`src/rtl/core/bpp_pkg.sv`:
```
// Package for the binned pair probability core: sizes, codes, item types and
// the binning and saturating-count helpers. No dependencies.
`timescale 1ns / 1ps

package bpp_pkg;

  localparam int NUM_EFF_LEVELS = 7;
  localparam int NUM_LEN_LEVELS = 6;
  localparam int NUM_BINS       = NUM_EFF_LEVELS * NUM_LEN_LEVELS;
  localparam int BIN_W          = $clog2(NUM_BINS);
  localparam int EFF_LVL_W      = $clog2(NUM_EFF_LEVELS);
  localparam int LEN_LVL_W      = $clog2(NUM_LEN_LEVELS);

  localparam int EFF_W    = 10;
  localparam int LEN_W    = 16;
  localparam int IDX_W    = 6;
  localparam int CNT_W    = 32;
  localparam int PROD_W   = 2 * CNT_W;
  localparam int PROB_W   = 32;
  localparam int STATUS_W = 2;

  localparam logic [PROB_W-1:0] PROB_ONE = PROB_W'(64'h8000_0000);

  // Quotient bits produced for a pair of distinct bins and for a diagonal bin.
  localparam int DIV_STEPS_PAIR = PROB_W;
  localparam int DIV_STEPS_SAME = PROB_W - 1;
  localparam int STEP_W         = $clog2(DIV_STEPS_PAIR + 1);

  localparam int QUEUE_DEPTH = 2;
  localparam int QPTR_W      = $clog2(QUEUE_DEPTH);
  localparam int QCNT_W      = $clog2(QUEUE_DEPTH + 1);

  localparam logic KIND_ADD   = 1'b0;
  localparam logic KIND_QUERY = 1'b1;

  // Effective-value thresholds are odd multiples of 16 starting at 3*16.
  localparam int EFF_THR_BASE = 3;
  localparam int EFF_THR_STEP = 2;
  localparam int EFF_FRAC     = 16;

  localparam logic [LEN_W-1:0] LEN_THR [0:NUM_LEN_LEVELS-2] =
    '{16'd75, 16'd150, 16'd300, 16'd500, 16'd700};

  typedef enum logic [STATUS_W-1:0] {
    ST_OK        = 2'd0,
    ST_EMPTY     = 2'd1,
    ST_BAD_INDEX = 2'd2
  } status_t;

  // Classified transaction as it sits in the queue; for an add, row is the bin.
  typedef struct packed {
    logic             is_query;
    logic             bad;
    logic [BIN_W-1:0] row;
    logic [BIN_W-1:0] col;
  } item_t;

  typedef struct packed {
    logic [PROD_W-1:0] num;
    logic [PROD_W-1:0] den;
    logic              dbl;
  } div_req_t;

  function automatic logic [BIN_W-1:0] bin_of(input logic [EFF_W-1:0] eff,
                                              input logic [LEN_W-1:0] len);
    logic [EFF_LVL_W-1:0] e;
    logic [LEN_LVL_W-1:0] l;
    e = '0;
    l = '0;
    for (int k = 0; k < NUM_EFF_LEVELS - 1; k++) begin
      if (eff >= EFF_W'((EFF_THR_STEP * k + EFF_THR_BASE) * EFF_FRAC)) begin
        e = e + 1'b1;
      end
    end
    for (int k = 0; k < NUM_LEN_LEVELS - 1; k++) begin
      if (len >= LEN_THR[k]) begin
        l = l + 1'b1;
      end
    end
    return BIN_W'(BIN_W'(e) * BIN_W'(NUM_LEN_LEVELS)) + BIN_W'(l);
  endfunction

  function automatic logic [CNT_W-1:0] sat_inc(input logic [CNT_W-1:0] x);
    return (x == '1) ? x : x + 1'b1;
  endfunction

endpackage

```
`src/rtl/core/bpp_front.sv`:
```
// Front end: takes input transactions, bins add samples, range-checks and
// orders query pairs, and pushes the result to the queue. Depends on bpp_pkg.
`timescale 1ns / 1ps

module bpp_front (
  input  logic                       in_valid,
  output logic                       in_stall,
  input  logic                       in_kind,
  input  logic [bpp_pkg::EFF_W-1:0]  in_eff_value,
  input  logic [bpp_pkg::LEN_W-1:0]  in_seq_length,
  input  logic [bpp_pkg::IDX_W-1:0]  in_row_bin,
  input  logic [bpp_pkg::IDX_W-1:0]  in_col_bin,
  output logic                       push,
  output bpp_pkg::item_t             push_item,
  input  logic                       q_full
);
  import bpp_pkg::*;

  logic [IDX_W-1:0] hi_idx;
  logic [IDX_W-1:0] lo_idx;

  // The pair value is symmetric, so the larger index always goes to the row.
  assign hi_idx = (in_col_bin > in_row_bin) ? in_col_bin : in_row_bin;
  assign lo_idx = (in_col_bin > in_row_bin) ? in_row_bin : in_col_bin;

  always_comb begin
    push_item.is_query = in_kind == KIND_QUERY;
    if (in_kind == KIND_QUERY) begin
      push_item.bad = (int'(in_row_bin) >= NUM_BINS) || (int'(in_col_bin) >= NUM_BINS);
      push_item.row = BIN_W'(hi_idx);
      push_item.col = BIN_W'(lo_idx);
    end else begin
      push_item.bad = 1'b0;
      push_item.row = bin_of(in_eff_value, in_seq_length);
      push_item.col = '0;
    end
  end

  assign in_stall = q_full;
  assign push     = in_valid && !q_full;

endmodule

```
`config.mk`:
```
export PLATFORM = sky130hd
export DESIGN_NAME = bpp_front
export DESIGN_NICKNAME = d
export VERILOG_FILES = /design/src/rtl/core/bpp_pkg.sv /design/src/rtl/core/bpp_front.sv
export SDC_FILE = /design/constraint.sdc
export NUM_CORES = 1
export LEC_CHECK = 0
export ABC_AREA = 1
export CORE_UTILIZATION = 58
export DETAILED_ROUTE_END_ITERATION = 16
export DONT_BUFFER_PORTS = 1
export PLACE_DENSITY = 0.76
export SLEW_MARGIN = 0
export SYNTH_ARGS = -nofsm -noshare
export SYNTH_HDL_FRONTEND = slang
export SYNTH_SLANG_ARGS = --single-unit
```
`constraint.sdc`:
```
create_clock -name vclk -period 4.9
set_input_delay 0.735 -clock vclk [all_inputs]
set_output_delay 0.735 -clock vclk [all_outputs]
set_load 0.01 [all_outputs]
```
==> flow_summary.json <==
{
  "synth_compound_area_frac": 0.199,
  "crit_start": "in_seq_length[12]",
  "tightest_slew_ps": 490,
  "synth_top_family_by_area": "simple AND/OR/NAND/NOR gates",
  "end_kind": "primary output",
  "placed_area_um2": 1480,
  "timing_worst_setup_path_type": "in2out",
  "ys_warn_count": 0,
  "layout_commonest_cell": "nand2_1",
  "start_util": 0.621,
  "fmax_ghz": 0.212,
  "final_core_util": 0.738,
  "powerDensity_nw_per_um2": 152,
  "drcViolationCount": 0,
  "grt.total_usage": 0.221,
  "fin_ws_ps": 181,
  "yosys-mux-area-fraction": 0,
  "globalplace.congestion": 0.799,
  "syn_to_final_growth_pct": 18.8,
  "fin_tns_setup_ps": 0,
  "cp.arrival_ps": 3980,
  "num_rows": 17,
  "grt.overflow.total": 0,
  "die_area_um2": 2590,
  "crit_chain": "nor4_4, nand2_2, nor2_4, nand4_1, inv_2, ha_4, inv_1, nand2_1, nand2_2, inv_2, ha_1, nand2_1, nand2_1, ha_1, nor2_1, a31oi_1, ha_2, inv_2, fa_2, xor2_1, o21ai_0, buf_4",
  "synth_simple_gate_area_frac": 0.433,
  "grt_antenna_before_repair": 0,
  "syn-mean-instance-area_um2": 5.38,
  "crit_end": "push_item[9]",
  "num_io_pins": 57,
  "maxCapViolations": 0,
  "die_y_um": 50.9,
  "nClkBuffers": 0,
  "synthTopCellsByArea": "nand2_1 18%, ha_1 18%, inv_1 12%",
  "peakVddDrop_v": 0.000116,
  "synth-adder-area-share": 0.195,
  "power_w": 0.000250,
  "grt_pass1_wl_um": 4820,
  "hold_class": "in2out",
  "nFillCells": 193,
  "register_area_um2": 0,
  "wl_per_cell_um": 10.8,
  "synth_cells": 258,
  "period_needed_ps": 4720,
  "core_area_um2": 2230,
  "crit_family": "adder cells",
  "wirelength_um": 3170,
  "synth_seq_area_share": 0,
  "die_w_um": 50.9,
  "antenna_cells": 0,
  "syn_nets": 320,
  "critPathSlowestCell": "fa_2",
  "syn_area_um2": 1390,
  "synth_xor_area_frac": 0.0252,
  "synth_largest_area_cell": "nand2_1",
  "finalSetupViolations": 0,
  "nets": 330,
  "finalHoldViolCount": 0,
  "cp.buffers_inverters": 5,
  "ctsHoldBuffers": 0,
  "port_buffers": 0,
  "slowest_delay_ps": 410,
  "detail-route-antenna-nets": 0,
  "relSlewSlack": 0.672,
  "start_kind": "primary input",
  "leakagePower_nw": 0.862,
  "fin_area_um2": 1650,
  "status": "completed",
  "period_share": 0.963,
  "n_sequential_cell": 0,
  "crit_cells": 22,
  "path_max_fanout": 4,
  "dp_hpwl_um": 2510,
  "drv_slew": 0,
  "avgViaCountPerCell": 5.53,
  "drive_above_1_share": 0.218,
  "via_count": 1625,
  "layout_common_cells": "60 x nand2_1, 38 x inv_1, 22 x nand3_1",
  "grt_max_degree": 21,
  "crit_required_ps": 4160,
  "synth.distinct_cells": 32,
  "yosysTopAreaCellShare": 0.184,
  "pre_cts_slack_ps": 41.1,
  "drtIter0Drc": 29,
  "grt_pass1_vias": 1271,
  "dr.pass1.iters": 4
}
metrics by stage:
stage / hold WS, ps / cells
final: 1470 / 294
after global routing: 1470 / 294
after CTS: 1470 / 292
after detailed placement: 1470 / 292
after global placement: 1470 / 292
after floorplan: 1520 / 258
cell usage after synthesis:
cell and count:
a21o_1 1, a21oi_1 19, a31oi_1 3, and2_1 1, buf_4 2, clkbuf_1 3
clkinv_1 1, fa_1 1, ha_1 20, inv_1 43, inv_2 2, inv_4 1
nand2_1 68, nand2_2 6, nand3_1 23, nand3_2 3, nand3b_1 2, nand4_1 6
nor2_1 15, nor2_2 2, nor2_4 1, nor3_1 1, nor4_1 1, o2111ai_1 1
o211ai_1 1, o21ai_0 22, o21ai_1 1, o21ai_4 1, o21bai_1 1, or2_0 1
or2_2 1, xor2_1 4
worst min path at each step:
stage,from,end,slack (ps),depth (start not counted)
after global placement,q_full,in_stall,1470,0
after CTS,q_full,in_stall,1470,0
after floorplan,q_full,push,1520,1
after detailed placement,q_full,in_stall,1470,0
final,q_full,in_stall,1470,0
after global routing,q_full,in_stall,1470,0
layer usage:
layer	GRT usage	wire length, um	vias up	share of wire
li1	-	-	863	-
met1	0.298	1490	705	0.47
met2	0.401	1530	57	0.48
met3	0.0179	154	0	0.049
met4	0	0	0	0
met5	0	0	-	0
power breakdown:
part	total [W]	switching, W	internal, W	leakage (nW)
combinational	0.000250	0.000141	0.000109	0.862
clock	0	0	0	0
sequential	0	0	0	0
total	0.000250	0.000141	0.000109	0.862
area by class of cell:
cell class | instances | area (um2) | share of cell area
multi-input cells | 206 | 1340 | 0.811
repair buffers | 13 | 97.6 | 0.0592
well taps | 28 | 35.0 | 0.0212
inverters | 47 | 179 | 0.108
logic make-up (layout without fill, tap and decap cells):
| group | count (synthesis) | after routing |
|---|---|---|
| buf+inv | 52 | 60 |
| simple gates | 131 | 131 |
| fa+ha+maj | 21 | 21 |
| xor+xnor | 4 | 4 |
| compound gates | 50 | 50 |
repair_timing:
item	CTS	global route
resized for setup	0	32
endpoints found under the setup margin	0	4
endpoints found under the hold margin	0	0
setup buffers	0	3
No activity file was read; power rests on OpenSTA's default activity.
