`config.mk`:
```
export PLATFORM = sky130hd
export DESIGN_NAME = bpp_queue
export DESIGN_NICKNAME = d
export VERILOG_FILES = /design/src/rtl/core/bpp_pkg.sv /design/src/rtl/core/bpp_queue.sv
export SDC_FILE = /design/constraint.sdc
export NUM_CORES = 1
export LEC_CHECK = 0
export ABC_AREA = 1
export BUFFER_PORTS_ARGS = -buffer_cell sky130_fd_sc_hd__buf_2
export CORE_MARGIN = 1.5
export CORE_UTILIZATION = 30
export CTS_CLUSTER_DIAMETER = 100
export DETAILED_ROUTE_END_ITERATION = 6
export SLEW_MARGIN = 20
export SYNTH_ARGS = -nofsm -noshare
export SYNTH_HDL_FRONTEND = slang
export SYNTH_SLANG_ARGS = --single-unit
```
`constraint.sdc`:
```
create_clock -name clk -period 1.6 [get_ports clk]
set_input_delay 0.24 -clock clk [delete_from_list [all_inputs] [get_ports clk]]
set_output_delay 0.24 -clock clk [all_outputs]
set_load 0.02 [all_outputs]
```
`src/rtl/core/bpp_pkg.sv`:
```
// Package for the binned pair probability core: sizes, codes, item types and
// the binning and saturating-count helpers. No dependencies.
`timescale 1ns / 1ps

package bpp_pkg;

  localparam int NUM_EFF_LEVELS = 7;
  localparam int NUM_LEN_LEVELS = 6;
  localparam int NUM_BINS       = NUM_EFF_LEVELS * NUM_LEN_LEVELS;
  localparam int BIN_W          = $clog2(NUM_BINS);
  localparam int EFF_LVL_W      = $clog2(NUM_EFF_LEVELS);
  localparam int LEN_LVL_W      = $clog2(NUM_LEN_LEVELS);

  localparam int EFF_W    = 10;
  localparam int LEN_W    = 16;
  localparam int IDX_W    = 6;
  localparam int CNT_W    = 32;
  localparam int PROD_W   = 2 * CNT_W;
  localparam int PROB_W   = 32;
  localparam int STATUS_W = 2;

  localparam logic [PROB_W-1:0] PROB_ONE = PROB_W'(64'h8000_0000);

  // Quotient bits produced for a pair of distinct bins and for a diagonal bin.
  localparam int DIV_STEPS_PAIR = PROB_W;
  localparam int DIV_STEPS_SAME = PROB_W - 1;
  localparam int STEP_W         = $clog2(DIV_STEPS_PAIR + 1);

  localparam int QUEUE_DEPTH = 2;
  localparam int QPTR_W      = $clog2(QUEUE_DEPTH);
  localparam int QCNT_W      = $clog2(QUEUE_DEPTH + 1);

  localparam logic KIND_ADD   = 1'b0;
  localparam logic KIND_QUERY = 1'b1;

  // Effective-value thresholds are odd multiples of 16 starting at 3*16.
  localparam int EFF_THR_BASE = 3;
  localparam int EFF_THR_STEP = 2;
  localparam int EFF_FRAC     = 16;

  localparam logic [LEN_W-1:0] LEN_THR [0:NUM_LEN_LEVELS-2] =
    '{16'd75, 16'd150, 16'd300, 16'd500, 16'd700};

  typedef enum logic [STATUS_W-1:0] {
    ST_OK        = 2'd0,
    ST_EMPTY     = 2'd1,
    ST_BAD_INDEX = 2'd2
  } status_t;

  // Classified transaction as it sits in the queue; for an add, row is the bin.
  typedef struct packed {
    logic             is_query;
    logic             bad;
    logic [BIN_W-1:0] row;
    logic [BIN_W-1:0] col;
  } item_t;

  typedef struct packed {
    logic [PROD_W-1:0] num;
    logic [PROD_W-1:0] den;
    logic              dbl;
  } div_req_t;

  function automatic logic [BIN_W-1:0] bin_of(input logic [EFF_W-1:0] eff,
                                              input logic [LEN_W-1:0] len);
    logic [EFF_LVL_W-1:0] e;
    logic [LEN_LVL_W-1:0] l;
    e = '0;
    l = '0;
    for (int k = 0; k < NUM_EFF_LEVELS - 1; k++) begin
      if (eff >= EFF_W'((EFF_THR_STEP * k + EFF_THR_BASE) * EFF_FRAC)) begin
        e = e + 1'b1;
      end
    end
    for (int k = 0; k < NUM_LEN_LEVELS - 1; k++) begin
      if (len >= LEN_THR[k]) begin
        l = l + 1'b1;
      end
    end
    return BIN_W'(BIN_W'(e) * BIN_W'(NUM_LEN_LEVELS)) + BIN_W'(l);
  endfunction

  function automatic logic [CNT_W-1:0] sat_inc(input logic [CNT_W-1:0] x);
    return (x == '1) ? x : x + 1'b1;
  endfunction

endpackage

```
`src/rtl/core/bpp_queue.sv`:
```
// Short FIFO of classified transactions between the front and back ends.
// Depends on bpp_pkg.
`timescale 1ns / 1ps

module bpp_queue (
  input  logic           clk,
  input  logic           rst_n,
  input  logic           push,
  input  bpp_pkg::item_t push_item,
  output logic           full,
  input  logic           pop,
  output logic           head_valid,
  output bpp_pkg::item_t head
);
  import bpp_pkg::*;

  item_t             slot_r [QUEUE_DEPTH];
  logic [QPTR_W-1:0] wr_ptr_r, wr_ptr_nxt;
  logic [QPTR_W-1:0] rd_ptr_r, rd_ptr_nxt;
  logic [QCNT_W-1:0] count_r, count_nxt;
  logic              do_push;
  logic              do_pop;

  assign full       = count_r == QCNT_W'(QUEUE_DEPTH);
  assign head_valid = count_r != '0;
  assign head       = slot_r[rd_ptr_r];
  assign do_push    = push && !full;
  assign do_pop     = pop && head_valid;

  always_comb begin
    wr_ptr_nxt = wr_ptr_r;
    rd_ptr_nxt = rd_ptr_r;
    count_nxt  = count_r;
    if (do_push) begin
      wr_ptr_nxt = (wr_ptr_r == QPTR_W'(QUEUE_DEPTH - 1)) ? '0 : wr_ptr_r + 1'b1;
    end
    if (do_pop) begin
      rd_ptr_nxt = (rd_ptr_r == QPTR_W'(QUEUE_DEPTH - 1)) ? '0 : rd_ptr_r + 1'b1;
    end
    if (do_push && !do_pop) begin
      count_nxt = count_r + 1'b1;
    end else if (do_pop && !do_push) begin
      count_nxt = count_r - 1'b1;
    end
  end

  always_ff @(posedge clk) begin
    if (!rst_n) begin
      wr_ptr_r <= '0;
      rd_ptr_r <= '0;
      count_r  <= '0;
    end else begin
      wr_ptr_r <= wr_ptr_nxt;
      rd_ptr_r <= rd_ptr_nxt;
      count_r  <= count_nxt;
    end
    if (do_push) begin
      slot_r[wr_ptr_r] <= push_item;
    end
  end

endmodule

```
==> run_results.csv <==
group,metric,value,unit
finish,drive_gt1_share,48.80,%
floorplan,dieWidth,67.68,um
min_path,hold_class,"input pin to flop",
global_route,grt_pass1_vias,831,
setup_path,path_depth,3,
timing,rsz0062_at_grt,"false",
timing,worst_pin_slew,0.2080,ns
synth,synth_nets,99,
setup_path,r2r-end,"count_r[1]$_SDFFE_PN0P_",
timing,finalSetupTns,0,ns
clock_tree,clock_path_buffers,2,
clock_tree,insertion_delay,0.27,ns
setup_path,arrival,1.28,ns
setup_path,critical_path.cell_chain,"buf_12, mux2_2, buf_2",
finish,final_nets,143,
setup_path,end_kind,"output pin",
timing,drv_slew,0,
synth,ys_types,15,
placed_design,gp_congestion,0.6199,
timing,fin_crit,1.520,ns
synth,synth-seq-area-share,74.98,%
drt,ant_nets,0,
drt,viasPerCell,4.326,
finish,antennaDiodeCount,0,
run,maxCapViolCount,0,
floorplan,num_rows,23,
clock_tree,numCtsBuffers,5,
synth,synth_top_cells_by_area,"edfxtp_1 (67%), mux2_2 (13%), dfxtp_1 (8.0%), nor2_1 (2.7%), inv_1 (2.1%)",
clock_tree,clk_pin_slew,0.06,ns
floorplan,io_pins,34,
setup_path,regToRegSetupSlack,0.13,ns
setup_path,r2r_cells,9,
setup_path,path_class,"flop to output pin",
outcome,run_status,"finished, final reports clean",
timing,period_share,95.03,%
global_route,grt_pass1_wl,3470,um
synth,synth_seq_cells,33,
drt,drt_iter0_markers,33,
clock_tree,cts_tree,"yes",
setup_path,cp_slowest_cell,"dfxtp_2",
setup_path,critPathBufInv,2,
min_path,min_path_cells,1,
global_route,grt_max_degree,13,
floorplan,coreArea,4000,um2
drt,first_pass_iters,4,
power_and_ir_drop,pwr_density_cell,1576,nW/um2
floorplan,fp.dieH,67.68,um
global_route,overflow,0,
finish,area_growth,27.82,%
setup_path,start_kind,"flop",
global_route,antenna_found_initial,0,
synth,synth_top_cell_area_share,67.00,%
clock_tree,cts-root-buf,"clkbuf_8",
drt,post_drt_wl_per_cell,12.74,um
min_path,min-delay-start,"push_item[5]",
setup_path,reg2reg_from,"count_r[1]$_SDFFE_PN0P_",
placed_design,io_buffers,33,
setup_path,required,1.36,ns
drt,routed-via-count,757,
power_and_ir_drop,ir_drop,0.7299,mV
power_and_ir_drop,leakage,0.6445,nW
timing,setup_viol,0,
drt,drc_errors,0,
global_route,track_usage,10.78,%
placed_design,dp_hpwl,1660,um
timing,finClkSkew,0.005525,ns
synth,syn_area,1255,um2
setup_path,critPathTopFamily,"flip-flops",
synth,syn_avg_cell_area,15.69,um2
drt,wl,2229,um
clock_tree,htreeDepth,2,
setup_path,crit_fanout,12,
floorplan,initial_core_util,31.37,%
timing,max_freq,657.7,MHz
timing,hold_viol,0,
clock_tree,numClockSinks,33,
timing,relSlewSlack,86.11,%
setup_path,slowest_delay,0.37,ns
synth,yosysWarnings,0,
finish,final_util,40.10,%
floorplan,die_area,4580,um2
synth,synthCells,80,
synth,yosysTopAreaCell,"edfxtp_1",
min_path,hold_end,"slot_r[1][5]$_DFFE_PP_",
[cells by family (layout without fill, tap and decap cells)]
group	Yosys count	after routing	synth area share, %
simple gates	18	18	5.683
flops	33	33	74.98
buf+inv	9	54	3.290
fa+ha+maj	1	1	0.9968
compound gates	5	5	2.493
mux	14	14	12.56
[through the flow]
step	hold WS [ns]	cell area, um2	power [W]	worst slack [ns]	std cells
after global routing	0.1446	1604	0.002672	0.02426	175
after floorplan	0.3389	1255	0.001697	0.1060	80
after detailed placement	0.4335	1521	0.001983	0.1396	167
final	0.1549	1604	0.002528	0.07955	175
after global placement	0.4299	1521	0.001943	0.2620	167
after CTS	0.1428	1604	0.002564	0.05856	175
[worst max path at each step]
| stage | slack (ns) | endpoint |
|---|---|---|
| after floorplan | 0.11 | slot_r[1][0]$_DFFE_PP_ |
| after global placement | 0.26 | count_r[1]$_SDFFE_PN0P_ |
| after detailed placement | 0.14 | count_r[1]$_SDFFE_PN0P_ |
| after CTS | 0.06 | head[8] |
| after global routing | 0.02 | count_r[1]$_SDFFE_PN0P_ |
| final | 0.08 | head[3] |
[what timing repair did]
item / 4_1_cts / 5_1_grt
resized for setup: 1 / 0
hold buffers: 0 / 0
setup endpoints to repair: 3 / 0
setup buffers: 0 / 0
[cells in the mapped netlist]
library cell	n
inv_1	7
dfxtp_1	5
inv_2	1
nand2_1	7
ha_1	1
o21a_1	1
mux2_2	14
nand3_1	1
nand4_1	1
a21oi_1	1
edfxtp_1	28
nor2_1	9
o21ai_0	2
o21ai_2	1
buf_6	1
[layer usage]
layer	GRT usage (%)	vias to the layer above	routed length, um
met5	0	-	0
met4	4.847	0	0
met3	3.833	0	170
met2	19.00	34	1099
met1	11.48	350	959
li1	-	373	-
[sequential cells by signal (all words and copies together), names as in the netlist, named ones only]
register,count
wr_ptr_r,1
rd_ptr_r,1
count_r,2
slot_r,28
[cell type report]
| type | count | area (um2) |
|---|---|---|
| Tap cell | 50 | 62.56 |
| Fill cell | 375 | 2396 |
| Sequential cell | 33 | 942.2 |
| Clock buffer | 7 | 76.32 |
| Inverter | 8 | 30.03 |
| Timing Repair Buffer | 38 | 215.2 |
| Clock inverter | 1 | 5.005 |
| Multi-Input combinational cell | 38 | 272.8 |
[worst reg2reg max path, stage by stage (launching register included)]
cell and delay (ns):
dfxtp_1 0.35, inv_1 0.09, o21ai_2 0.18, inv_1 0.08
ha_1 0.32, inv_1 0.09, nand3_1 0.08, nand2_1 0.06
inv_1 0.04, nor2_1 0.10
[cell usage in the layout (no fill, tap or decap), drive strengths merged]
cell	netlist	layout
o21ai	3	3
o21a	1	1
clkinv	0	1
nand2	7	7
clkbuf	0	7
mux2	14	14
dfxtp	5	5
nor2	9	9
nand4	1	1
buf	1	38
nand3	1	1
edfxtp	28	28
inv	8	8
ha	1	1
a21oi	1	1
[where the power goes]
group / leakage (nW) / switching (W) / internal (W)
Combinational: 0.299 / 0.000470 / 0.000328
Sequential: 0.303 / 0.0000635 / 0.00110
Clock: 0.0422 / 0.000267 / 0.000304
Note: power is estimated with default switching activity, not from simulation.
